`config.mk`:
```
export PLATFORM = sky130hd
export DESIGN_NAME = hrm_ram
export DESIGN_NICKNAME = d
export VERILOG_FILES = /design/src/rtl/hrm_ram.sv
export SDC_FILE = /design/constraint.sdc
export NUM_CORES = 1
export LEC_CHECK = 0
export ABC_AREA = 1
export BUFFER_PORTS_ARGS = -buffer_cell sky130_fd_sc_hd__buf_2
export CORE_MARGIN = 2
export CORE_UTILIZATION = 40
export CTS_BUF_LIST = sky130_fd_sc_hd__clkbuf_16
export CTS_CLUSTER_SIZE = 12
export DETAILED_ROUTE_END_ITERATION = 6
export PLACE_DENSITY = 0.64
export SLEW_MARGIN = 15
export SYNTH_ARGS = -nofsm -noshare
export SYNTH_HDL_FRONTEND = slang
export SYNTH_SLANG_ARGS = --single-unit
```
`constraint.sdc`:
```
create_clock -name clk -period 2.8 [get_ports clk]
set_clock_uncertainty 0.1 [all_clocks]
set_input_delay 0.28 -clock clk [delete_from_list [all_inputs] [get_ports clk]]
set_output_delay 0.28 -clock clk [all_outputs]
set_load 0.01 [all_outputs]
```
`src/rtl/hrm_ram.sv`:
```
// ----------------------------------------------------------------------------
// hrm_ram
// Generic single-write, single-read RAM with registered read data.
// ----------------------------------------------------------------------------
`default_nettype none

module hrm_ram #(
  parameter int unsigned WIDTH = 32,
  parameter int unsigned DEPTH = 8
) (
  input  wire logic                     clk,
  input  wire logic                     wr_en,
  input  wire logic [$clog2(DEPTH)-1:0] wr_addr,
  input  wire logic [WIDTH-1:0]         wr_data,
  input  wire logic [$clog2(DEPTH)-1:0] rd_addr,
  output logic      [WIDTH-1:0]         rd_data
);

  logic [WIDTH-1:0] mem [DEPTH];

  always_ff @(posedge clk) begin
    if (wr_en) begin
      mem[wr_addr] <= wr_data;
    end
    rd_data <= mem[rd_addr];
  end

endmodule

`default_nettype wire

```
Word-level counts from Yosys, hierarchy flattened --
Memory sizes are Yosys's and may differ from the RTL's. A register that Yosys moved wholly into a read port is not among the register bits. Cells that the tools add are included.
Storage, ports and cells: register bits 0, memory bits (writable) 256, output and inout port bits 32, memories 1
Cells by class: mux-type cells 2
Memories:
- mem | depth 8, bits a word 32, read ports 1, clocked after memory_dff 1, write ports 1, line 19 | logic [WIDTH-1:0] mem [DEPTH];
Operator list (count):
- 1-bit two-way mux | 2

Logic depth before layout (Yosys ltp) --
depth in word-level cells 2, depth in mapped cells 8, mapped depth without buffers 6

Worst setup path before layout --
Ideal clock, no wire load.
kind input to register, from input wr_addr[0], to memory mem[0][0] (enable), arrival time 1776 ps, required time 2279 ps, setup slack 503 ps, stages 3, buffers on the path 0, cells stage by stage inv_1 > nand2_1 > nor2_1
RTL lines:
- start, declared | line 13 | input wire logic [$clog2(DEPTH)-1:0] wr_addr,
- end, declared | line 19
No word-level cell before the write port.

Worst setup path in the final report --
from register rd_data[20], read port of mem, to output rd_data[20]
RTL lines:
- start, declared | line 16 | output logic [WIDTH-1:0] rd_data
No word-level cell between the ends.

==> flow_summary_export.csv <==
group,metric,value,unit
yosys,yosysSeqAreaShare,70.1,%
yosys,synth_seq_cells,288,
die,die_w,176,um
global_route,grt_pass1_wl,38800,um
outcome,outcome,"finished clean",
final_layout,regArea,0.00833,mm2
cts,clk_path_buf_depth,3,
worst_setup_path,r2r-end,"rd_data[6]",
power_and_ir_drop,irDropWorstVdd,0.465,mV
global_route,grt-ovfl-total,0,
placed_design,finalWeightedCongestion,0.727,
routing,vias,7391,
placed_design,place_ws,0.795,ns
yosys,synth_largest_area_cell,"edfxtp_1",
timing,fin_crit_sh,50.9,%
worst_setup_path,r2r_start,"mem[1][6]",
worst_hold_path,hold_class,"primary input to register",
yosys,synth_most_common_cell,"nand2_1",
routing,met3WireLength,1060,um
worst_setup_path,r2r_slack,1.78,ns
yosys,syn_area,0.0119,mm2
global_route,antenna_found_initial,1,
yosys,netlist_top_cells_area,"edfxtp_1 65%, nand2_1 13%, inv_1 8.2%, dfxtp_1 5.4%, nand3_1 5.4%",
timing,setup_viol,0,
timing,fin_crit,1.42,ns
cts,cts.sinks,288,
die,start_util,40.4,%
timing,slew_headroom,45.0,%
placed_design,io_buffers,71,
routing,dr.first_iter.drc_count,559,
cts,clk_pin_slew,0.06,ns
timing,tightest_slew,0.825,ns
routing,drt_wl_total,24300,um
cts,htreeDepth,1,
routing,ant_nets,0,
die,die_y,176,um
cts,cts_made_buffers,31,
worst_setup_path,cp_data_arrival_time,1.04,ns
routing,vias_per_cell,4.42,
yosys,syn_nets,1196,
worst_setup_path,cp_cell_sequence,"buf_2",
global_route,track_usage,16.0,%
yosys,yosys_warnings,0,
global_route,grt_max_degree,129,
worst_setup_path,path_max_fanout,1,
yosys,async_flop_share,0,%
worst_setup_path,critPathBufInv,1,
timing,fin_tns_setup,0,ns
final_layout,drive_gt1_share,10.4,%
power_and_ir_drop,p_leak,6.40,nW
timing,slew_violations,0,
yosys,yosys-top-cells-count,"422 x nand2_1, 260 x inv_1, 256 x edfxtp_1",
timing,max_freq,702,MHz
die,io_pins,72,
worst_setup_path,worst_setup_path_start_kind,"register",
routing,first_pass_iters,5,
routing,routedWlPerCell,14.5,um
die,num_rows,63,
yosys,synth_ff_type,"edfxtp_1",
die,die_area,0.0311,mm2
worst_setup_path,crit_family,"flip-flops",
routing,highest_layer,"met4",
worst_setup_path,r2r_cells,6,
routing,wl_met1,11000,um
worst_setup_path,crit_required,2.42,ns
power_and_ir_drop,powerDensity,660,mW/mm2
cts,cts_tree,"done",
cts,cts_root_buf,"clkbuf_16",
yosys,synth.distinct_cells,12,
run,drv_cap,0,
final_layout,fillerInstances,2686,
worst_setup_path,critPathMaxStageDelay,0.35,ns
routing,remaining_drc_errors,0,
worst_setup_path,critPathCaptureType,"output port",
worst_hold_path,min_to,"mem[3][10]",
global_route,grt_pass1_vias,7273,
placed_design,place_hpwl,13300,um
worst_setup_path,worst_path_max_delay_cell,"dfxtp_1",
timing,finalWorstSetupSlack,1.38,ns
cts,cts.repair.resized,0,
yosys,synth_edf_count,256,
final_layout,layout.nets,1300,
yosys,netlist_instances,1156,
cts,clkLatencyLatePin,0.55,ns
worst_hold_path,hold_depth,3,
routing,met2WireLength,11700,um
worst_setup_path,crit_type,"register to output port",
timing,rsz0062_at_grt,"no",
final_layout,multi_input_area,0.00231,mm2
timing,hold_violations,0,
yosys,synth_top_area_share,64.7,%
worst_hold_path,hold_start,"wr_addr[1]",
die,core_area,0.0294,mm2
final_layout,area.growth.synth_to_final,17.1,%
yosys,syn_area_per_cell,10.3,um2
[kinds of logic after synthesis]
group	count (synthesis)	synth area share (%)
buffers and inverters	310	10.9
and+or+nand+nor	558	19.0
DFF	288	70.1
[power by group]
| part | internal [mW] | switching [mW] | total, mW | leakage [nW] |
|---|---|---|---|---|
| clock network | 2.08 | 1.55 | 3.63 | 0.488 |
| registers | 4.85 | 0.0380 | 4.89 | 2.60 |
| logic | 0.218 | 0.428 | 0.646 | 3.32 |
| total | 7.15 | 2.02 | 9.17 | 6.40 |
[sequential cells by signal (all words and copies together), names as in the netlist]
signal,flops
mem,256
rd_data,32
[how the worst max path moves through the flow]
stage | from | to | slack [ns] | cells past startpoint
floorplan | wr_addr[0] | mem[0][0] | 0.50 | 3
global placement | wr_addr[0] | mem[0][28] | 0.85 | 5
detailed placement | wr_addr[0] | mem[0][28] | 0.80 | 5
CTS | rd_data[20] | rd_data[20] | 1.36 | 1
global route | wr_addr[0] | mem[0][26] | 1.30 | 5
finish | rd_data[20] | rd_data[20] | 1.38 | 1
[cell type report]
type,count,share of cell area [%]
Multi-Input combinational cell,558,16.7
Timing Repair Buffer,119,6.28
Clock inverter,24,0.927
Sequential cell,288,59.9
Antenna cell,1,0.0180
Tap cell,390,3.51
Clock buffer,31,5.58
Inverter,262,7.09
[what timing repair did]
| action | CTS | global route |
|---|---|---|
| endpoints found under the hold margin | 256 | 0 |
| hold buffers | 32 | 0 |
| setup buffers | 0 | 0 |
[cells in the final DEF (no fill, tap or decap)]
cell	count
nor2_4	8
buf_12	6
dlygate4sd3_1	32
diode_2	1
clkinv_1	7
inv_6	2
clkinv_2	2
dfxtp_1	32
bufinv_16	1
nand3_1	128
inv_4	1
edfxtp_1	256
clkbuf_16	31
buf_2	70
buf_4	11
inv_1	272
inv_2	1
nand2_1	422
[through the flow]
step	hold slack, ns	total power, mW	instance area [um2]	cells	utilization (%)
6_report	0.186	9.17	13900	1673	47.3
5_1_grt	0.184	9.51	13900	1673	47.3
4_1_cts	0.166	9.26	13900	1672	47.3
3_5_place_dp	0.457	5.60	12700	1585	43.1
3_3_place_gp	0.456	5.59	12700	1585	43.1
2_1_floorplan	0.279	5.35	11900	1156	-
[routing by layer]
layer,global-route usage (%),vias up
met5,0,-
met2,26.9,144
met3,2.56,48
li1,-,3792
met1,21.5,3407
met4,4.75,0
Note: power is estimated with default switching activity, not from simulation.
