`src/rtl/hrm_pkg.sv`:
```
// ----------------------------------------------------------------------------
// hrm_pkg
// Shared types and constants of the Householder reflector generator.
// ----------------------------------------------------------------------------
`default_nettype none

package hrm_pkg;

  localparam int unsigned ELEM_W   = 32;
  localparam int unsigned SUM_W    = 64;
  localparam int unsigned ROOT_W   = 32;
  localparam int unsigned PM_W     = 29;
  localparam int unsigned NUM_W    = 59;
  localparam int unsigned DEN_W    = 62;
  localparam int unsigned QUO_W    = 33;
  localparam int unsigned CFG_IDX_W = 2;
  localparam int unsigned CFG_DAT_W = 31;

  localparam logic [CFG_IDX_W-1:0] REG_LINE_LENGTH  = 2'd0;
  localparam logic [CFG_IDX_W-1:0] REG_START_OFFSET = 2'd1;
  localparam logic [CFG_IDX_W-1:0] REG_NORM_FLOOR   = 2'd2;

  typedef enum logic [17:0] {
    S_LOAD   = 18'h00001,
    S_SQ_RD  = 18'h00002,
    S_SQ_MAG = 18'h00004,
    S_SQ_MUL = 18'h00008,
    S_SQ_ACC = 18'h00010,
    S_SQRT   = 18'h00020,
    S_SCALE  = 18'h00040,
    S_DN_RD  = 18'h00080,
    S_DN_PM  = 18'h00100,
    S_DN_MUL = 18'h00200,
    S_DN_ACC = 18'h00400,
    S_OUT_A  = 18'h00800,
    S_OUT_B  = 18'h01000,
    S_OUT_BD = 18'h02000,
    S_OUT_MUL = 18'h04000,
    S_DIV_GO = 18'h08000,
    S_DIV    = 18'h10000,
    S_EMIT   = 18'h20000
  } state_t;

endpackage

`default_nettype wire

```
`src/rtl/hrm_div.sv`:
```
// ----------------------------------------------------------------------------
// hrm_div
// Rounded Q30 ratio num * 2^30 / den by restoring division, one bit a cycle.
// ----------------------------------------------------------------------------
`default_nettype none

module hrm_div (
  input  wire logic                        clk,
  input  wire logic                        rst_n,
  input  wire logic                        start,
  input  wire logic [hrm_pkg::NUM_W-1:0]   num,
  input  wire logic [hrm_pkg::DEN_W-1:0]   den,
  output logic                             done,
  output logic      [hrm_pkg::QUO_W-1:0]   quo
);

  logic                        busy_r;
  logic                        done_r;
  logic [5:0]                  cnt_r;
  logic [hrm_pkg::DEN_W:0]     rem_r;
  logic [hrm_pkg::DEN_W-1:0]   den_r;
  logic [hrm_pkg::QUO_W:0]     q_r;
  logic [hrm_pkg::DEN_W:0]     rem_sh;
  logic [hrm_pkg::DEN_W:0]     den_x;
  logic [hrm_pkg::QUO_W:0]     q_rnd;

  assign rem_sh = (cnt_r < 6'd2) ? rem_r : (rem_r << 1);
  assign den_x  = {1'b0, den_r};
  assign q_rnd  = q_r + 34'd1;
  assign quo    = q_rnd[hrm_pkg::QUO_W:1];
  assign done   = done_r;

  always_ff @(posedge clk) begin
    if (!rst_n) begin
      busy_r <= 1'b0;
      done_r <= 1'b0;
    end else begin
      done_r <= 1'b0;
      if (start) begin
        busy_r <= 1'b1;
      end else if (busy_r && cnt_r == 6'd32) begin
        busy_r <= 1'b0;
        done_r <= 1'b1;
      end
    end
  end

  always_ff @(posedge clk) begin
    if (start) begin
      rem_r <= (hrm_pkg::DEN_W+1)'(num);
      den_r <= den;
      q_r   <= '0;
      cnt_r <= '0;
    end else if (busy_r) begin
      cnt_r <= cnt_r + 6'd1;
      if (cnt_r < 6'd2) begin
        if (rem_sh >= den_x) begin
          rem_r <= rem_sh - den_x;
          q_r   <= q_r + 34'd1;
        end
      end else begin
        if (rem_sh >= den_x) begin
          rem_r <= rem_sh - den_x;
          q_r   <= {q_r[hrm_pkg::QUO_W-1:0], 1'b1};
        end else begin
          rem_r <= rem_sh;
          q_r   <= {q_r[hrm_pkg::QUO_W-1:0], 1'b0};
        end
      end
    end
  end

endmodule

`default_nettype wire

```
`config.mk`:
```
export PLATFORM = sky130hd
export DESIGN_NAME = hrm_div
export DESIGN_NICKNAME = d
export VERILOG_FILES = /design/src/rtl/hrm_pkg.sv /design/src/rtl/hrm_div.sv
export SDC_FILE = /design/constraint.sdc
export NUM_CORES = 1
export LEC_CHECK = 0
export BUFFER_PORTS_ARGS = -buffer_cell sky130_fd_sc_hd__buf_2
export CORE_ASPECT_RATIO = 1.25
export CORE_UTILIZATION = 45
export CTS_CLUSTER_SIZE = 16
export DETAILED_ROUTE_END_ITERATION = 16
export HOLD_SLACK_MARGIN = 0.03
export PLACE_DENSITY = 0.7
export SETUP_SLACK_MARGIN = 0.15
export SLEW_MARGIN = 20
export SYNTH_ARGS = -nofsm -noshare
export SYNTH_HDL_FRONTEND = slang
export SYNTH_SLANG_ARGS = --single-unit
```
`constraint.sdc`:
```
create_clock -name clk -period 5.4 [get_ports clk]
set_clock_uncertainty 0.05 [all_clocks]
set_input_delay 0.27 -clock clk [delete_from_list [all_inputs] [get_ports clk]]
set_output_delay 0.27 -clock clk [all_outputs]
set_load 0.02 [all_outputs]
```
== After elaboration in Yosys (flattened, before gate mapping) ==
Index checks and enable logic that the tools add are counted.

* $add $sub $neg: 3
* $lt $le $gt $ge: 2
* Equality and inequality tests: 3
* Muxes and demuxes: 12
* Bitwise operators: 1
* Reductions and logical operators: 6

{| class="wikitable"
|+ Operator list
! kind !! number
|-
| $mux 63 || 4
|-
| $mux 59 || 2
|-
| $mux 34 || 2
|-
| $ge 63x62->1 || 1
|-
| $sub 63x62->63 || 1
|-
| $add 34x1->34 const B || 1
|-
| $add 6x1->6 const B || 1
|-
| $eq 6x6->1 const B || 1
|-
| $lt 6x2->1 const B || 1
|-
| $mux 1 || 4
|-
| $reduce_and 2->1 || 2
|-
| $reduce_bool 2->1 || 2
|-
| $ne 3x2->1 const B || 1
|-
| $ne 2x1->1 const B || 1
|-
| $reduce_or 2->1 || 1
|-
| $logic_and 1x1->1 || 1
|-
| $not 1->1 || 1
|}

* Flip-flop bits (word level): 167
* Input bits: 124
* Output and inout port bits: 34
* Logic and storage cells: 34

== Longest topological paths before layout ==
* Depth after elaboration: 7
* Gate-level depth with buffers: 23
* Mapped depth without buffers: 17

== Worst setup path before layout ==
OpenSTA, ideal clock, no wires.

* Kind: reg-to-reg
* From: register cnt_r[2]
* To: register rem_r[0] (netlist bit) (enable)
* Library setup time: 0.413 ns
* Arrival: 5.323 ns
* Setup slack: -0.386 ns
* Cell stages (with the launch flop): 21
* Clock period less this slack: 5.786 ns
* Cell sequence: dfxtp_1 > or3_1 > or3_1 > buf_2 > clkbuf_1 > clkbuf_1 > clkbuf_1 > nand2_1 > nand2_1 > ha_1 > clkbuf_2 > nand2_1 > nor3_2 > nand3_1 > or2_1 > o221a_2 > or3_1 > a31oi_4 > o21a_1 > nor2_1 > inv_1

* Word-level cells in the longest chain between the ends: 5

{| class="wikitable"
|+ Ends and longest elaborated chain
! element !! RTL line !! RTL
|-
| start: declaration || hrm_div.sv:19 || <nowiki>logic [5:0] cnt_r;</nowiki>
|-
| start signal: assignment || hrm_div.sv:55 || <nowiki>cnt_r <= cnt_r + 6'd1;</nowiki>
|-
| $lt 6x2->1 * || hrm_div.sv:27, hrm_div.sv:56 ||
|-
| $mux 63 || hrm_div.sv:27 || <nowiki>assign rem_sh = (cnt_r < 6'd2) ? rem_r : (rem_r << 1);</nowiki>
|-
| $ge 63x62->1 || hrm_div.sv:57 || <nowiki>if (rem_sh >= den_x) begin</nowiki>
|-
| $ne 3x2->1 (no line) * || - ||
|-
| $reduce_and 2->1 (no line) * || - ||
|-
| end signal: assignment || hrm_div.sv:58 || <nowiki>rem_r <= rem_sh - den_x;</nowiki>
|-
| end signal: assignment || hrm_div.sv:63 || <nowiki>rem_r <= rem_sh - den_x;</nowiki>
|-
| end signal: assignment || hrm_div.sv:66 || <nowiki>rem_r <= rem_sh;</nowiki>
|-
| end: declaration || hrm_div.sv:20 || <nowiki>logic [hrm_pkg::DEN_W:0] rem_r;</nowiki>
|}

Every way passes the cells marked *; elsewhere a longest branch is shown, timed or not.
A chain may end at the register's enable or synchronous reset.

== Worst setup path in the final report ==
* From: register cnt_r[2]
* To: register rem_r[39] (netlist bit) (enable)

Same word-level chain as after synthesis.

==> results.cfg <==
[placed_design]
dpl_cell_area_um2 = 13700
hpwl_mm = 25.0
placedCellCount = 1989
gp_congestion = 0.906
io_buffers = 157

[die]
die_w_um = 151
initial_utilization_pct = 46.3
io_pins = 158
core_area_um2 = 27100
die_y_um = 189
rows = 67
die_area_um2 = 28500

[drt]
wl_mm = 35.7
viasPerCell = 5.68
routedWlPerCell_um = 17.1
met3_length_mm = 1.77
top_layer_used = met4
route.detailed.drc = 0
wl_met1_mm = 14.8
drt-pass1-iter-count = 5
drt-initial-drc-count = 792
ant_nets = 0
vias = 11876
wl_met2_mm = 18.0

[timing]
clock.fmax_ghz = 0.199
tns_ps = 0
period_share_pct = 93.2
fin_crit_ps = 5030
slew_headroom_pct = 33.3
worst_slew_pin_slew_ps = 999
drv_slew = 0
setup_viol = 0
hold_viol = 0
rsz0062_at_grt = false

[worst_setup_path]
cp.arrival_ps = 5140
worstPathRequired_ps = 5500
r2r-start = cnt_r[2]
endpoint_kind = flip-flop
crit_path_start_kind = flip-flop
crit_fanout = 73
crit_type = flip-flop to flip-flop
rr_endpoint = rem_r[39]
ff2ff_setup_slack_ps = 370
ff2ff_path_depth = 18

[clock_tree]
clkLatencyLatePin_ps = 450
root_buffer = clkbuf_16
cts_buffers = 17
clock_sinks = 167
cts.path.max_buffers = 2
tritoncts = yes
cts_max_level = 4
clk_pin_slew_worst_paths_ps = 70

[flow_run]
drv_cap = 0

[global_route]
grt_overflow = 0
grt_pass1_vias = 11366
grt_util_all_layers_pct = 25.2
grt_first_pass_wirelength_mm = 56.3
grt_max_degree = 74
antenna_found_initial = 0

[worst_hold_path]
holdPathStages = 2
hp-class = input pin to flip-flop
hp-start = num[27]
min_to = rem_r[27]

[logic_synthesis]
synth_edf_count = 121
yosysWarnings = 0
synthFlopType = edfxtp_1
synthCells = 1557
netlist_area_um2 = 12500
syn_nets = 1747
async_reset_ff_share_pct = 0
yosys.area.top_type = edfxtp_1
yosysTopAreaCellShare_pct = 29.0
ys_ff_latch = 167
yosysSeqAreaShare_pct = 36.4
synth_cell_types = 68
synthTopCellsByArea = edfxtp_1 (29%), nand2_1 (9.0%), dfxtp_1 (7.4%), ha_1 (6.5%), a21oi_1 (5.4%)
syn_area_per_cell_um2 = 8.04

[power]
p_per_area_nw_per_um2 = 401
peakVddDrop_v = 0.000235
total_power_mw = 6.00
leakage_nw = 6.51

[finish]
most-common-layout-cells = nand2_1 (301), buf_2 (156), a21oi_1 (134), edfxtp_1 (121), nor2_1 (114)
fin_area_um2 = 15000
finish.utilization_pct = 55.3
layout.cells.most_common = nand2_1
layout.nets = 1921
multi_input_area_um2 = 7230
finalNonFillerCells = 2090
syn2layout_area_growth_pct = 19.6
register_area_um2 = 4550
drive_gt1_share_pct = 15.9
nFillCells = 2489

[outcome]
status = finished clean
==> power by group <==
group / switching [mW] / total [mW] / internal, mW
clock: 0.581 / 1.24 / 0.656
sequential: 0.144 / 1.78 / 1.64
combinational: 1.71 / 2.98 / 1.27
total: 2.44 / 6.00 / 3.56
==> what timing repair did <==
action	4_1_cts	5_1_grt
endpoints found under the setup margin	0	139
resized for setup	0	15
setup buffers	0	4
hold buffers	63	0
endpoints found under the hold margin	64	0
==> sequential cells by signal, indices dropped and copies added, names as in the netlist <==
| name | flops |
|---|---|
| rem_r | 63 |
| den_r | 62 |
| q_r | 34 |
| cnt_r | 6 |
| busy_r | 1 |
| done | 1 |
==> synth_stat cells (4+ instances only) <==
cell       instances
nor4_1             4
nand4_1           28
o21a_1            18
nor2_1           116
and3_1            22
mux2i_1            4
inv_1            102
buf_2             16
o21bai_1           7
nand3_1           45
a211oi_1          22
mux2_2            25
a211o_1            5
a221oi_1          12
ha_1              65
edfxtp_1         121
xnor2_1           60
o22ai_1           11
a31oi_1           15
o21ai_0           78
clkbuf_1          73
o31ai_1            6
nand2_1          301
or2_2              4
o211ai_1          10
and2_1            12
dfxtp_1           46
buf_1              7
nand2b_1           8
xor2_1            31
or3_1             13
nor2b_1           10
a21o_1            34
o21ai_1            4
a2bb2oi_1          4
nor3_1            22
a21oi_1          135
a221o_1            7
==> worst max-delay path: stages (launching register included) <==
cell and delay (ps):
dfxtp_1 350, or3_1 410, or3_2 470, buf_12 220, nand2_1 120, nand2_1 80, ha_2 390, inv_1 110
nor3_4 240, nand3_1 160, or2_1 290, o221a_2 270, or3_1 440, a31oi_4 220, buf_4 170, o21a_1 170
nor2_2 100, clkinvlp_4 190, buf_12 200
==> cell families (layout without fill, tap and decap cells) <==
| logic type | after synthesis | count (layout) | synth area share (%) |
|---|---|---|---|
| mux | 29 | 29 | 2.57 |
| flops | 167 | 167 | 36.4 |
| xor+xnor | 91 | 91 | 6.36 |
| fa+ha+maj | 66 | 66 | 6.65 |
| simple gates | 599 | 599 | 21.2 |
| compound gates | 402 | 402 | 20.4 |
| buf+inv | 203 | 390 | 6.44 |
| other cells | 0 | 1 | 0 |
==> stage by stage <==
| stage | worst slack, ps | hold WS [ps] |
|---|---|---|
| global route | 159 | 39.9 |
| detailed placement | 249 | 398 |
| CTS | 228 | 33.5 |
| global placement | 290 | 391 |
| finish | 367 | 43.1 |
| floorplan | 158 | 319 |
==> layout make-up <==
cell class	instances	area share, %
Multi-Input combinational cell	1187	48.2
Inverter	102	2.58
Sequential cell	167	30.4
Clock inverter	13	0.693
Clock buffer	19	3.17
Tap cell	345	2.88
Antenna cell	1	0.0167
Timing Repair Buffer	256	12.0
==> worst max-delay path by stage <==
| stage | from | endpoint | slack [ps] | depth (start not counted) |
|---|---|---|---|---|
| global placement | cnt_r[2] | q_r[7] | 290 | 18 |
| CTS | cnt_r[2] | rem_r[12] | 230 | 17 |
| detailed placement | cnt_r[2] | rem_r[12] | 250 | 17 |
| floorplan | cnt_r[2] | rem_r[0] | 160 | 19 |
| finish | cnt_r[2] | rem_r[39] | 370 | 18 |
| global route | cnt_r[2] | rem_r[36] | 160 | 19 |
==> per-layer routing <==
layer	vias up	global-route usage (%)
met5	-	0
met4	0	9.77
met3	71	3.46
met2	399	44.7
met1	5558	30.1
li1	5848	-
Power figures use the tool's default switching activity.
