===== config.mk =====
export PLATFORM = sky130hd
export DESIGN_NAME = hrm_sqrt
export DESIGN_NICKNAME = d
export VERILOG_FILES = /design/src/rtl/hrm_pkg.sv /design/src/rtl/hrm_sqrt.sv
export SDC_FILE = /design/constraint.sdc
export NUM_CORES = 1
export LEC_CHECK = 0
export ABC_CLOCK_PERIOD_IN_PS = 10800
export BUFFER_PORTS_ARGS = -buffer_cell sky130_fd_sc_hd__buf_2
export CAP_MARGIN = 20
export CORE_UTILIZATION = 30
export CTS_BUF_LIST = sky130_fd_sc_hd__clkbuf_8
export DETAILED_ROUTE_END_ITERATION = 12
export PLACE_DENSITY = 0.41
export SYNTH_ARGS = -nofsm -noshare
export SYNTH_HDL_FRONTEND = slang
export SYNTH_SLANG_ARGS = --single-unit

===== constraint.sdc =====
create_clock -name clk -period 10.8 [get_ports clk]
set_input_delay 1.08 -clock clk [delete_from_list [all_inputs] [get_ports clk]]
set_output_delay 1.08 -clock clk [all_outputs]
set_load 0.01 [all_outputs]

===== src/rtl/hrm_pkg.sv =====
// ----------------------------------------------------------------------------
// hrm_pkg
// Shared types and constants of the Householder reflector generator.
// ----------------------------------------------------------------------------
`default_nettype none

package hrm_pkg;

  localparam int unsigned ELEM_W   = 32;
  localparam int unsigned SUM_W    = 64;
  localparam int unsigned ROOT_W   = 32;
  localparam int unsigned PM_W     = 29;
  localparam int unsigned NUM_W    = 59;
  localparam int unsigned DEN_W    = 62;
  localparam int unsigned QUO_W    = 33;
  localparam int unsigned CFG_IDX_W = 2;
  localparam int unsigned CFG_DAT_W = 31;

  localparam logic [CFG_IDX_W-1:0] REG_LINE_LENGTH  = 2'd0;
  localparam logic [CFG_IDX_W-1:0] REG_START_OFFSET = 2'd1;
  localparam logic [CFG_IDX_W-1:0] REG_NORM_FLOOR   = 2'd2;

  typedef enum logic [17:0] {
    S_LOAD   = 18'h00001,
    S_SQ_RD  = 18'h00002,
    S_SQ_MAG = 18'h00004,
    S_SQ_MUL = 18'h00008,
    S_SQ_ACC = 18'h00010,
    S_SQRT   = 18'h00020,
    S_SCALE  = 18'h00040,
    S_DN_RD  = 18'h00080,
    S_DN_PM  = 18'h00100,
    S_DN_MUL = 18'h00200,
    S_DN_ACC = 18'h00400,
    S_OUT_A  = 18'h00800,
    S_OUT_B  = 18'h01000,
    S_OUT_BD = 18'h02000,
    S_OUT_MUL = 18'h04000,
    S_DIV_GO = 18'h08000,
    S_DIV    = 18'h10000,
    S_EMIT   = 18'h20000
  } state_t;

endpackage

`default_nettype wire


===== src/rtl/hrm_sqrt.sv =====
// ----------------------------------------------------------------------------
// hrm_sqrt
// Floor integer square root of a 64-bit value, two radicand bits per cycle.
// ----------------------------------------------------------------------------
`default_nettype none

module hrm_sqrt (
  input  wire logic                         clk,
  input  wire logic                         rst_n,
  input  wire logic                         start,
  input  wire logic [hrm_pkg::SUM_W-1:0]    radicand,
  output logic                              done,
  output logic      [hrm_pkg::ROOT_W-1:0]   root
);

  logic                      busy_r;
  logic                      done_r;
  logic [hrm_pkg::SUM_W-1:0] a_r;
  logic [hrm_pkg::SUM_W-1:0] r_r;
  logic [hrm_pkg::SUM_W-1:0] bit_r;
  logic [hrm_pkg::SUM_W-1:0] trial;

  assign trial = r_r + bit_r;
  assign done  = done_r;
  assign root  = r_r[hrm_pkg::ROOT_W-1:0];

  always_ff @(posedge clk) begin
    if (!rst_n) begin
      busy_r <= 1'b0;
      done_r <= 1'b0;
    end else begin
      done_r <= 1'b0;
      if (start) begin
        busy_r <= 1'b1;
      end else if (busy_r && bit_r == 64'd1) begin
        busy_r <= 1'b0;
        done_r <= 1'b1;
      end
    end
  end

  always_ff @(posedge clk) begin
    if (start) begin
      a_r   <= radicand;
      r_r   <= '0;
      bit_r <= 64'h4000_0000_0000_0000;
    end else if (busy_r) begin
      if (a_r >= trial) begin
        a_r <= a_r - trial;
        r_r <= (r_r >> 1) + bit_r;
      end else begin
        r_r <= r_r >> 1;
      end
      bit_r <= bit_r >> 2;
    end
  end

endmodule

`default_nettype wire


# Word level (Yosys, flattened, before mapping)
# Cells that the tools add are included.
# op_classes
n_addsub	3
order_cmp	1
reduce_logical	6
eq_ne	1
mux	7
bitwise	1
# ops
cell	n
64-bit 2-to-1 mux	4
63-bit by 63-bit adder with 64-bit output	1
64-bit by 63-bit adder with 64-bit output	1
64-bit >= comparator	1
64-bit subtractor	1
32-bit by 1-bit equality test with 1-bit output (second input constant)	1
2-bit nonzero test	3
1-bit 2-to-1 mux	3
2-bit AND reduction	1
2-bit OR reduction	1
1-bit logical AND	1
1-bit inverter	1
# totals
out_inout_bits	33
word_cells	24
register_bits	162

# Logic depth before layout (Yosys ltp)
# Gate-level depths: netlist of the first run.
# logic_depth
ltp_word	5
mapped_depth	25

# Worst setup path before layout of the first run
# No wires, ideal clock.
# synth_path
path_kind	reg-to-reg
from	register r_r[2] in the netlist's numbering
to	register a_r[0] in the netlist's numbering (enable)
synth_period_minus_slack_ns	9.426
n_path_buf	3
setup_time_ns	0.574
setup_slack_ns	1.374
arrival_time_ns	8.852
stages_incl_launch_ff	23
cell_sequence	dfxtp_1 > ha_1 > a31oi_1 > o21bai_1 > a31oi_1 > o21ai_1 > a2111oi_2 > o21ai_0 > nand2_1 > o21bai_1 > xnor2_1 > ha_1 > buf_2 > nand4_1 > or2_1 > nor2_1 > nand2_1 > a2111oi_2 > o31ai_2 > a21o_2 > buf_6 > buf_4 > o21ai_0
# synth_between
elab_chain_len	4
# synth_lines
element	line	rtl
from (decl)	hrm_sqrt.sv:19	logic [hrm_pkg::SUM_W-1:0] r_r;
from (signal assigned)	hrm_sqrt.sv:50	r_r <= (r_r >> 1) + bit_r;
from (signal assigned)	hrm_sqrt.sv:52	r_r <= r_r >> 1;
64-bit by 63-bit adder with 64-bit output	hrm_sqrt.sv:23	assign trial = r_r + bit_r;
64-bit >= comparator	hrm_sqrt.sv:48	if (a_r >= trial) begin
2-bit nonzero test (no source line)	-	
2-bit AND reduction (no source line)	-	
to (signal assigned)	hrm_sqrt.sv:44	a_r <= radicand;
to (signal assigned)	hrm_sqrt.sv:49	a_r <= a_r - trial;
to (decl)	hrm_sqrt.sv:18	logic [hrm_pkg::SUM_W-1:0] a_r;
# Every way passes these cells.
# A chain may end at the register's enable or synchronous reset.

# Worst setup path after layout of the first run
# layout_path
from	register r_r[4] in the netlist's numbering
to	register a_r[14] in the netlist's numbering (enable)
# The elaborated chain is that of the path after synthesis.

==> results of run 1 <==
-- how the worst max path moves through the flow --
stage             start      end  slack [ns]  depth (start not counted)
2_1_floorplan    r_r[2]   a_r[0]        1.37                         22
3_3_place_gp     r_r[2]   a_r[2]        4.00                         20
3_5_place_dp   bit_r[0]   a_r[0]        3.85                         20
4_1_cts          r_r[4]  a_r[27]        3.82                         19
5_1_grt        bit_r[0]  a_r[22]        3.22                         20
6_report         r_r[4]  a_r[14]        3.88                         19
-- sequential cells by signal, summed over array words and instances, names as in the netlist --
name    flops
a_r        64
bit_r      32
busy_r      1
done        1
r_r        64
-- synth_stat cells, types with 6 or more instances --
library cell    n  area (um^2)
a221oi_1       11         96.3
o211ai_1       11         82.6
mux2i_1        40          400
inv_1          45          169
o21ai_1        12         60.1
xor2_1         67          587
xnor2_1        74          648
nand2b_1       11         68.8
a21oi_1       126          631
o21a_1         13         97.6
nor3_1         37          185
or3_1          23          144
a31oi_1        63          394
a21boi_0        6         45.0
nor4_1         12         75.1
and4_1         10         87.6
buf_2          14         70.1
edfxtp_1       64         1920
clkbuf_1       81          304
ha_1          130         1630
nand4_1        53          332
a21o_1         53          398
o21ai_0       163          816
nor2_1        174          653
and2_1         12         75.1
o22ai_1         7         43.8
nand3_1        30          150
nand2_1       233          875
a211oi_1       26          195
dfxtp_1        98         1960
o31ai_1         7         52.6
o21bai_1       33          248
and3_1          8         50.1
buf_1           7         26.3
nor2b_1        19          119
a311oi_1       19          166
or2_2           8         50.1
buf_4          35          263
a31o_2         14          123
-- power by group --
group          internal [mW]  switching (mW)  leakage [nW]
Combinational           1.01            1.71          4.50
Clock                  0.201           0.272         0.203
Sequential             0.868           0.167          1.44
Total                   2.08            2.15          6.15
-- critical path, stage by stage, from the launching register on --
cell       delay (ns)
dfxtp_1          0.42
ha_1             0.37
nand4_1          0.10
o21ai_0          0.57
a21oi_1          0.24
a211oi_1         0.76
o21ai_0          0.24
o21ai_1          0.33
nand2_1          0.11
xor2_1           0.19
ha_1             0.41
nand4_1          0.15
or2_1            0.29
nor2_1           0.14
nand2_1          0.10
a2111oi_2        0.34
o31ai_2          0.14
a21o_2           0.26
o21ai_4          0.67
buf_4            0.62
-- placed cells by master, fill, tap and decap left out, types with 6 or more instances in the layout --
| master | n |
|---|---|
| a211oi_1 | 26 |
| a21boi_0 | 6 |
| a21o_1 | 53 |
| a21oi_1 | 126 |
| a221oi_1 | 11 |
| a311oi_1 | 19 |
| a31o_2 | 14 |
| a31oi_1 | 63 |
| and2_1 | 12 |
| and3_1 | 8 |
| and4_1 | 10 |
| buf_2 | 98 |
| buf_4 | 9 |
| clkbuf_8 | 20 |
| dfxtp_1 | 97 |
| edfxtp_1 | 64 |
| ha_1 | 130 |
| inv_1 | 47 |
| mux2i_1 | 40 |
| nand2_1 | 233 |
| nand2b_1 | 11 |
| nand3_1 | 30 |
| nand4_1 | 53 |
| nor2_1 | 174 |
| nor2b_1 | 19 |
| nor3_1 | 37 |
| nor4_1 | 12 |
| o211ai_1 | 11 |
| o21a_1 | 13 |
| o21ai_0 | 162 |
| o21ai_1 | 12 |
| o21bai_1 | 33 |
| o22ai_1 | 7 |
| o31ai_1 | 7 |
| or2_2 | 8 |
| or3_1 | 23 |
| xnor2_1 | 74 |
| xor2_1 | 67 |
-- cell families after synthesis --
| logic type | Yosys count | share of synthesized area, % |
|---|---|---|
| multiplexers | 44 | 2.93 |
| AND/OR/NAND/NOR | 642 | 19.6 |
| AO/OA/AOI/OAI | 630 | 27.1 |
| XOR/XNOR | 141 | 8.11 |
| buffers and inverters | 189 | 5.89 |
| flip-flops | 162 | 25.5 |
| adder cells (fa/ha/maj) | 131 | 10.8 |
-- layer usage --
| layer | share of wire (%) | routed length, um |
|---|---|---|
| met3 | 4.5 | 2280 |
| met1 | 50 | 25800 |
| met5 | 0 | 0 |
| met2 | 43 | 22100 |
| met4 | 1.9 | 977 |
-- final cells by class --
| class | count | area, um^2 |
|---|---|---|
| Timing Repair Buffer | 108 | 569 |
| Tap cell | 672 | 841 |
| Multi-Input combinational cell | 1588 | 10500 |
| Inverter | 46 | 173 |
| Clock buffer | 20 | 275 |
| Clock inverter | 12 | 109 |
| Fill cell | 5524 | 33800 |
| Sequential cell | 162 | 3890 |
==> run_results.csv, run 1 <==
group,metric,value,unit
synth,yosys_warnings,0,
synth,netlist_instances,1939,
min_path,min_delay_path_depth,2,
global_routing,overflow,0,
clock_network,clock_path_buffers,2,
pwr,cellLeakagePower,6.15,nW
detailed_routing,vias_per_cell,5.47,
detailed_routing,drc,0,
global_routing,grt_pass1_vias,13600,
layout,diodes,0,
clock_network,cts_tree,"yes",
critical_path,worstRegToRegCells,19,
sta,slew_violations,0,
clock_network,cts_sinks,162,
placed_design,gp_congestion,0.865,
sta,worst_slew_pin_slew,0.937,ns
detailed_routing,dr.pass1.iters,5,
detailed_routing,final_antenna_net_count,0,
sta,period_needed,6.92,ns
layout,drive_above_1_share,9.81,%
global_routing,busiest_layer,"met2",
floorplan,dieArea,51600,um^2
pwr,p_total,4.22,mW
detailed_routing,initialDrtViolationCount,885,
placed_design,portBuffers,99,
synth,ys_seq_area_share,25.5,%
clock_network,cts_buffers,17,
synth,async_reset_ff_share,0,%
clock_network,cts_hold_buf,0,
min_path,min_from,"r_r[0]",
floorplan,die_y,227,um
floorplan,coreArea,50100,um^2
job,maxCapViolCount,0,
placed_design,dp_cells,2576,
critical_path,startpoint_type,"flip-flop",
sta,hold_violations,0,
critical_path,cp.arrival,7.14,ns
min_path,holdCritPathClass,"reg2reg",
placed_design,pre_cts_slack,3.85,ns
critical_path,regToRegSetupSlack,3.88,ns
synth,synth_area,15200,um^2
floorplan,start_util,30.4,%
critical_path,r2r-start,"r_r[4]",
global_routing,antenna_found_initial,1,
synth,synth.distinct_cells,85,
placed_design,postPlaceCellArea,15900,um^2
critical_path,crit_path_end_kind,"flip-flop",
min_path,whs_endpoint,"r_r[0]",
synth,syn_area_per_cell,7.85,um^2
global_routing,grt_max_degree,80,
global_routing,grtUsageTotal,20.4,%
clock_network,cts_root_buffer,"clkbuf_8",
pwr,pwr_density_cell,259,nW/um^2
sta,fmax,144,MHz
synth,synth_nets,2137,
sta,layout_worst_path_cycle_share,64.1,%
global_routing,use_met2,30.6,%
detailed_routing,vias,14300,
clock_network,h-tree-depth,4,
global_routing,grt_use_met3,3.68,%
layout,utilization,32.6,%
synth,synth_edf_count,64,
clock_network,cts_setup_buffers,0,
sta,setup_viol,0,
layout,final_area,16300,um^2
global_routing,use_met1,29.4,%
critical_path,rr_endpoint,"a_r[14]",
floorplan,die_w,227,um
layout,syn_to_final_growth,7.18,%
critical_path,cp_max_fo,43,
synth,ys.flop_type,"dfxtp_1",
clock_network,clk_latency,0.58,ns
floorplan,io_pins,100,
clock_network,cts.clk_slew.worst_paths,0.10,ns
sta,whs,0.520,ns
sta,fin_tns_setup,0,ns
run_status,outcome,"finished, final reports clean",
floorplan,std_cell_rows,82,
detailed_routing,wirelength,51100,um
critical_path,required,11.01,ns
global_routing,grt_pass1_wl,80000,um
synth,ys_seq_elements,162,
sta,rsz0062_at_grt,"no",
layout,instances_no_fill,2608,
detailed_routing,wl_per_cell,19.6,um
pwr,peakVddDrop,226,uV
clock_network,postCtsResizedCells,0,
sta,finClkSkew,0.0251,ns
layout,finalNetCount,2121,
sta,layout_setup_ws,3.88,ns
sta,max_slew_margin,37.2,%
critical_path,criticalPathCategory,"reg2reg",
placed_design,hpwl,39300,um
Power figures use the tool's default switching activity.
==> run 2, diff against run 1 <==
--- a/config.mk
+++ b/config.mk
@@ -5,7 +5,7 @@
 export SDC_FILE = /design/constraint.sdc
 export NUM_CORES = 1
 export LEC_CHECK = 0
-export ABC_CLOCK_PERIOD_IN_PS = 10800
+export ABC_CLOCK_PERIOD_IN_PS = 6590
 export BUFFER_PORTS_ARGS = -buffer_cell sky130_fd_sc_hd__buf_2
 export CAP_MARGIN = 20
 export CORE_UTILIZATION = 30
==> constraint.sdc (replaced) <==
create_clock -name clk -period 6.59 [get_ports clk]
set_input_delay 0.659 -clock clk [delete_from_list [all_inputs] [get_ports clk]]
set_output_delay 0.659 -clock clk [all_outputs]
set_load 0.01 [all_outputs]
==> run 2 against run 1 <==
Effect of this change: design area increased by 1.2%; combinational power increased by 68%; first-iteration DRC count increased by 14%; global-route usage decreased by 0.33 points; critical endpoint is now r_r[45]; largest cell class unchanged.
==> run_results.csv, run 2 (synthesis results as in run 1) <==
group,metric,value,unit
run_status,outcome,"finished, final reports clean",
global_routing,overflow,0,
clock_network,h-tree-depth,4,
detailed_routing,vias,14300,
global_routing,grt_pass1_wl,79100,um
layout,instances_no_fill,2626,
detailed_routing,vias_per_cell,5.45,
floorplan,std_cell_rows,82,
floorplan,die_y,227,um
floorplan,dieArea,51600,um^2
clock_network,cts_sinks,162,
job,maxCapViolCount,0,
placed_design,dp_cells,2593,
pwr,cellLeakagePower,6.26,nW
clock_network,cts_root_buffer,"clkbuf_8",
sta,fmax,162,MHz
sta,slew_violations,0,
placed_design,hpwl,39100,um
critical_path,critPathBufInv,2,
global_routing,grt_max_degree,158,
critical_path,cpMostUsedCell,"nand2_1",
clock_network,cts.clk_slew.worst_paths,0.11,ns
floorplan,die_w,227,um
layout,final_common_cell,"nand2_1",
detailed_routing,final_antenna_net_count,0,
pwr,pwr_density_cell,424,nW/um^2
clock_network,clk_latency,0.58,ns
global_routing,grt_pass1_vias,13500,
sta,worst_slew_pin_slew,0.886,ns
global_routing,busiest_layer,"met2",
critical_path,cp.arrival,6.64,ns
critical_path,required,7.06,ns
critical_path,crit_slowest_cell,"dfxtp_1",
pwr,peakVddDrop,163,uV
layout,syn_to_final_growth,8.48,%
global_routing,use_met1,28.7,%
sta,period_needed,6.17,ns
layout,multi_input_area,10500,um^2
floorplan,io_pins,100,
floorplan,start_util,30.4,%
sta,max_slew_margin,39.4,%
critical_path,criticalPathCategory,"reg2reg",
detailed_routing,dr.pass1.iters,6,
layout,top_regs,"a_r: 64 flops, r_r: 64 flops, bit_r: 32 flops",
global_routing,grtUsageTotal,20.1,%
clock_network,cts_buffers,17,
global_routing,antenna_found_initial,0,
layout,finalNetCount,2138,
layout,nFillCells,5422,
sta,hold_violations,0,
detailed_routing,initialDrtViolationCount,1012,
global_routing,grt_use_met3,3.72,%
clock_network,clock_path_buffers,2,
detailed_routing,wl_per_cell,19.4,um
critical_path,startpoint_type,"flip-flop",
sta,finClkSkew,0.0230,ns
layout,drive_above_1_share,10.7,%
detailed_routing,wirelength,51100,um
critical_path,critPathMaxStageDelay,0.59,ns
placed_design,portBuffers,99,
global_routing,use_met2,30.7,%
placed_design,postPlaceCellArea,16100,um^2
sta,rsz0062_at_grt,"no",
clock_network,cts_tree,"yes",
layout,final_cell_mix,"233 x nand2_1, 174 x nor2_1, 160 x o21ai_0, 130 x ha_1, 126 x a21oi_1",
clock_network,cts_hold_buf,0,
critical_path,crit_path_end_kind,"flip-flop",
detailed_routing,drc,0,
placed_design,gp_congestion,0.842,
sta,setup_viol,0,
layout,utilization,33.0,%
min_path,holdCritPathClass,"in2reg",
critical_path,critPathTopFamily,"compound AO/OA/AOI/OAI gates",
critical_path,path_cells,"ha_1, nand2_1, nor4_2, inv_1, o21ai_2, a2111oi_4, o21ai_1, nand2_1, o21bai_1, xnor2_1, ha_1, nand4_1, or2_1, nor2_1, nand2_1, a2111oi_2, o31ai_2, a21o_2, buf_12, or3_1, a311oi_1",
floorplan,coreArea,50100,um^2
layout,seq_area,3890,um^2
layout,final_area,16500,um^2
sta,layout_worst_path_cycle_share,93.6,%
critical_path,cp_max_fo,25,
-- run 2: cell count changes in the layout (fill, tap and decap cells not counted), sizes merged --
cell,before,now
buf,108,125
clkbuf,20,17
inv,50,53
clkinv,6,7
clkinvlp,1,0
diode,0,1
-- run 2: report_power, final --
part,switching (mW),total (mW),internal (mW),leakage [nW]
clock,0.452,0.747,0.294,0.193
combinational,2.81,4.58,1.78,4.63
sequential,0.255,1.68,1.42,1.44
total,3.51,7.01,3.49,6.26
-- run 2: worst reg2reg max path: stages (launching register included) --
cell       delay, ns
dfxtp_1         0.59
ha_1            0.28
nand2_1         0.08
nor4_2          0.56
inv_1           0.11
o21ai_2         0.39
a2111oi_4       0.18
o21ai_1         0.34
nand2_1         0.16
o21bai_1        0.19
xnor2_1         0.11
ha_1            0.43
nand4_1         0.16
or2_1           0.30
nor2_1          0.20
nand2_1         0.11
a2111oi_2       0.53
o31ai_2         0.17
a21o_2          0.33
buf_12          0.19
or3_1           0.35
a311oi_1        0.29
-- run 2: cell type report --
cell class | count | share of cell area (%)
Antenna cell | 1 | 0.0152
Tap cell | 672 | 5.09
Clock inverter | 15 | 0.689
Timing Repair Buffer | 125 | 4.67
Multi-Input combinational cell | 1588 | 63.5
Sequential cell | 162 | 23.5
Inverter | 46 | 1.05
Clock buffer | 17 | 1.42
-- run 2: timing repair --
| action | in CTS | in global routing |
|---|---|---|
| setup buffers | 0 | 0 |
| setup endpoints to repair | 59 | 112 |
| pin swaps | 0 | 0 |
| resized for setup | 2 | 4 |
-- run 2: routing by layer --
metal  vias up  wire, um  share of wire (%)
li1       7158         -                  -
met2       298     22500                 44
met3        33      2480                4.9
met1      6828     25400                 50
met5         -         0                  0
met4         0       660                1.3
-- run 2: through the flow --
step	hold WS, ns	TNS [ns]	total power [mW]	setup WS [ns]
floorplan	0.478	0	5.04	0.132
global placement	0.498	-0.643	6.27	-0.0273
detailed placement	0.510	-1.37	6.26	-0.0843
CTS	0.275	0	7.05	0.0317
global route	0.325	0	7.61	0.0216
finish	0.344	0	7.01	0.420
-- run 2: worst paths after layout --
kind | cells past startpoint | slack [ns] | to | start
worst max register to register | 21 | 0.42 | r_r[45] | r_r[16]
worst min-delay path | 2 | 0.34 | busy_r | rst_n
worst max-delay path | 21 | 0.42 | r_r[45] | r_r[16]
worst min register to register | 2 | 0.53 | r_r[0] | r_r[0]
==> run 3, diff against run 2 <==
--- a/config.mk
+++ b/config.mk
@@ -8,10 +8,10 @@
 export ABC_CLOCK_PERIOD_IN_PS = 6590
 export BUFFER_PORTS_ARGS = -buffer_cell sky130_fd_sc_hd__buf_2
 export CAP_MARGIN = 20
-export CORE_UTILIZATION = 30
+export CORE_UTILIZATION = 40
 export CTS_BUF_LIST = sky130_fd_sc_hd__clkbuf_8
 export DETAILED_ROUTE_END_ITERATION = 12
-export PLACE_DENSITY = 0.41
+export PLACE_DENSITY = 0.53
 export SYNTH_ARGS = -nofsm -noshare
 export SYNTH_HDL_FRONTEND = slang
 export SYNTH_SLANG_ARGS = --single-unit
==> run 3 against run 2 <==
Effect of this change: clock power grew 11%; core utilization grew 11 points; sequential cell count is the same; cell count shrank 6.1%; combinational power shrank 2%; highest routed layer unchanged; largest cell class unchanged; critical path depth grew 2; critical endpoint is now r_r[10]; maximum frequency grew 1.9%; first-iteration DRC count grew 21%; via count grew 0.54%; routed wire length shrank 8.7%; sequential share of layout area grew 0.22 points.
==> run_results.csv, run 3 (synthesis results as in run 1) <==
group,metric,value,unit
pwr,peakVddDrop,187,uV
layout,syn_to_final_growth,7.47,%
layout,final_area,16400,um^2
critical_path,cpMostUsedCell,"a21o_1",
job,maxCapViolCount,0,
detailed_routing,vias,14400,
layout,top_regs,"a_r: 64 flops, r_r: 64 flops, bit_r: 32 flops",
critical_path,critPathMaxStageDelay,0.47,ns
sta,max_slew_margin,27.5,%
floorplan,dieArea,38800,um^2
clock_network,cts_sinks,162,
critical_path,critPathBufInv,4,
floorplan,die_w,197,um
sta,period_needed,6.05,ns
global_routing,overflow,0,
sta,layout_worst_path_cycle_share,91.9,%
floorplan,coreArea,37600,um^2
pwr,pwr_density_cell,428,nW/um^2
critical_path,startpoint_type,"flip-flop",
layout,diodes,0,
layout,final_common_cell,"nand2_1",
placed_design,dp_cells,2435,
detailed_routing,drc,0,
global_routing,grt_pass1_wl,74800,um
floorplan,start_util,40.5,%
global_routing,grtUsageTotal,24.5,%
layout,drive_above_1_share,10.6,%
critical_path,criticalPathCategory,"reg2reg",
detailed_routing,final_antenna_net_count,0,
placed_design,gp_congestion,0.929,
critical_path,cp.arrival,6.47,ns
pwr,cellLeakagePower,6.30,nW
sta,slew_violations,0,
layout,utilization,43.5,%
clock_network,postCtsResizedCells,0,
sta,fmax,165,MHz
layout,finalNetCount,2141,
critical_path,crit_slowest_cell,"a21o_2",
detailed_routing,dr.pass1.iters,5,
clock_network,cts_buffers,17,
detailed_routing,vias_per_cell,5.84,
run_status,outcome,"finished, final reports clean",
sta,fin_tns_setup,0,ns
detailed_routing,initialDrtViolationCount,1223,
sta,setup_viol,0,
clock_network,clock_path_buffers,2,
min_path,holdCritPathClass,"in2reg",
placed_design,portBuffers,99,
detailed_routing,wl_per_cell,18.9,um
clock_network,cts_hold_buf,0,
sta,finClkSkew,0.0143,ns
critical_path,critPathTopFamily,"compound AO/OA/AOI/OAI gates",
floorplan,io_pins,100,
critical_path,cp_max_fo,33,
detailed_routing,wirelength,46600,um
floorplan,die_y,197,um
clock_network,cts.clk_slew.worst_paths,0.08,ns
clock_network,cts_setup_buffers,0,
global_routing,antenna_found_initial,1,
sta,rsz0062_at_grt,"no",
sta,worst_slew_pin_slew,1.09,ns
sta,hold_violations,0,
floorplan,std_cell_rows,71,
clock_network,h-tree-depth,4,
global_routing,grt_max_degree,165,
clock_network,clk_latency,0.52,ns
layout,instances_no_fill,2467,
critical_path,crit_path_end_kind,"flip-flop",
critical_path,required,7.01,ns
clock_network,cts_tree,"yes",
placed_design,hpwl,35500,um
critical_path,path_cells,"ha_1, nand4_1, nor4_1, inv_1, o21ai_1, buf_4, a21oi_1, nor2_1, nor2_1, o21ai_0, xnor2_1, ha_1, a21o_1, a21o_1, a21o_1, o21bai_1, a221o_1, o31ai_2, a21o_2, buf_12, buf_4, o21ai_0, a221oi_2",
global_routing,grt_pass1_vias,13300,
placed_design,postPlaceCellArea,15900,um^2
clock_network,cts_root_buffer,"clkbuf_8",
layout,final_cell_mix,"233 x nand2_1, 174 x nor2_1, 162 x o21ai_0, 130 x ha_1, 126 x a21oi_1",
pwr,p_total,7.00,mW
-- run 3: changes by cell type in the layout (fill, tap and decap cells not counted), sizes merged --
cell,previous run,this run
clkinvlp,0,1
buf,125,128
diode,1,0
clkinv,7,4
inv,53,51
bufinv,1,4
clkbuf,17,18
-- run 3: per-stage QoR --
step	hold WS [ns]	setup WS (ns)
detailed placement	0.495	0.392
finish	0.390	0.535
global placement	0.489	0.560
global route	0.391	0.00618
CTS	0.354	0.326
floorplan	0.478	0.132
-- run 3: path summary, 6_finish.rpt --
path              slack (ns)  depth (start not counted)  endpoint   start
setup / recovery        0.54                         23   r_r[10]  r_r[8]
hold reg to reg         0.51                          2    r_r[0]  r_r[0]
setup reg to reg        0.54                         23   r_r[10]  r_r[8]
hold / removal          0.39                          2      done   rst_n
-- run 3: layout make-up --
class	count	area [um^2]
Tap cell	511	639
Inverter	46	173
Timing Repair Buffer	128	769
Fill cell	3887	21200
Multi-Input combinational cell	1588	10500
Sequential cell	162	3890
Clock buffer	18	248
Clock inverter	14	170
-- run 3: per-layer routing --
metal	vias up	routed length [um]	track usage (%)
met3	42	2310	2.90
met4	0	824	7.03
met5	-	0	0
met1	6758	23900	37.3
met2	428	19700	35.8
li1	7167	-	-
-- run 3: power by group --
part	switching (mW)	internal [mW]	total, mW	leakage (nW)
combinational	2.74	1.75	4.50	4.63
sequential	0.245	1.42	1.67	1.44
clock	0.415	0.415	0.830	0.228
total	3.40	3.59	7.00	6.30
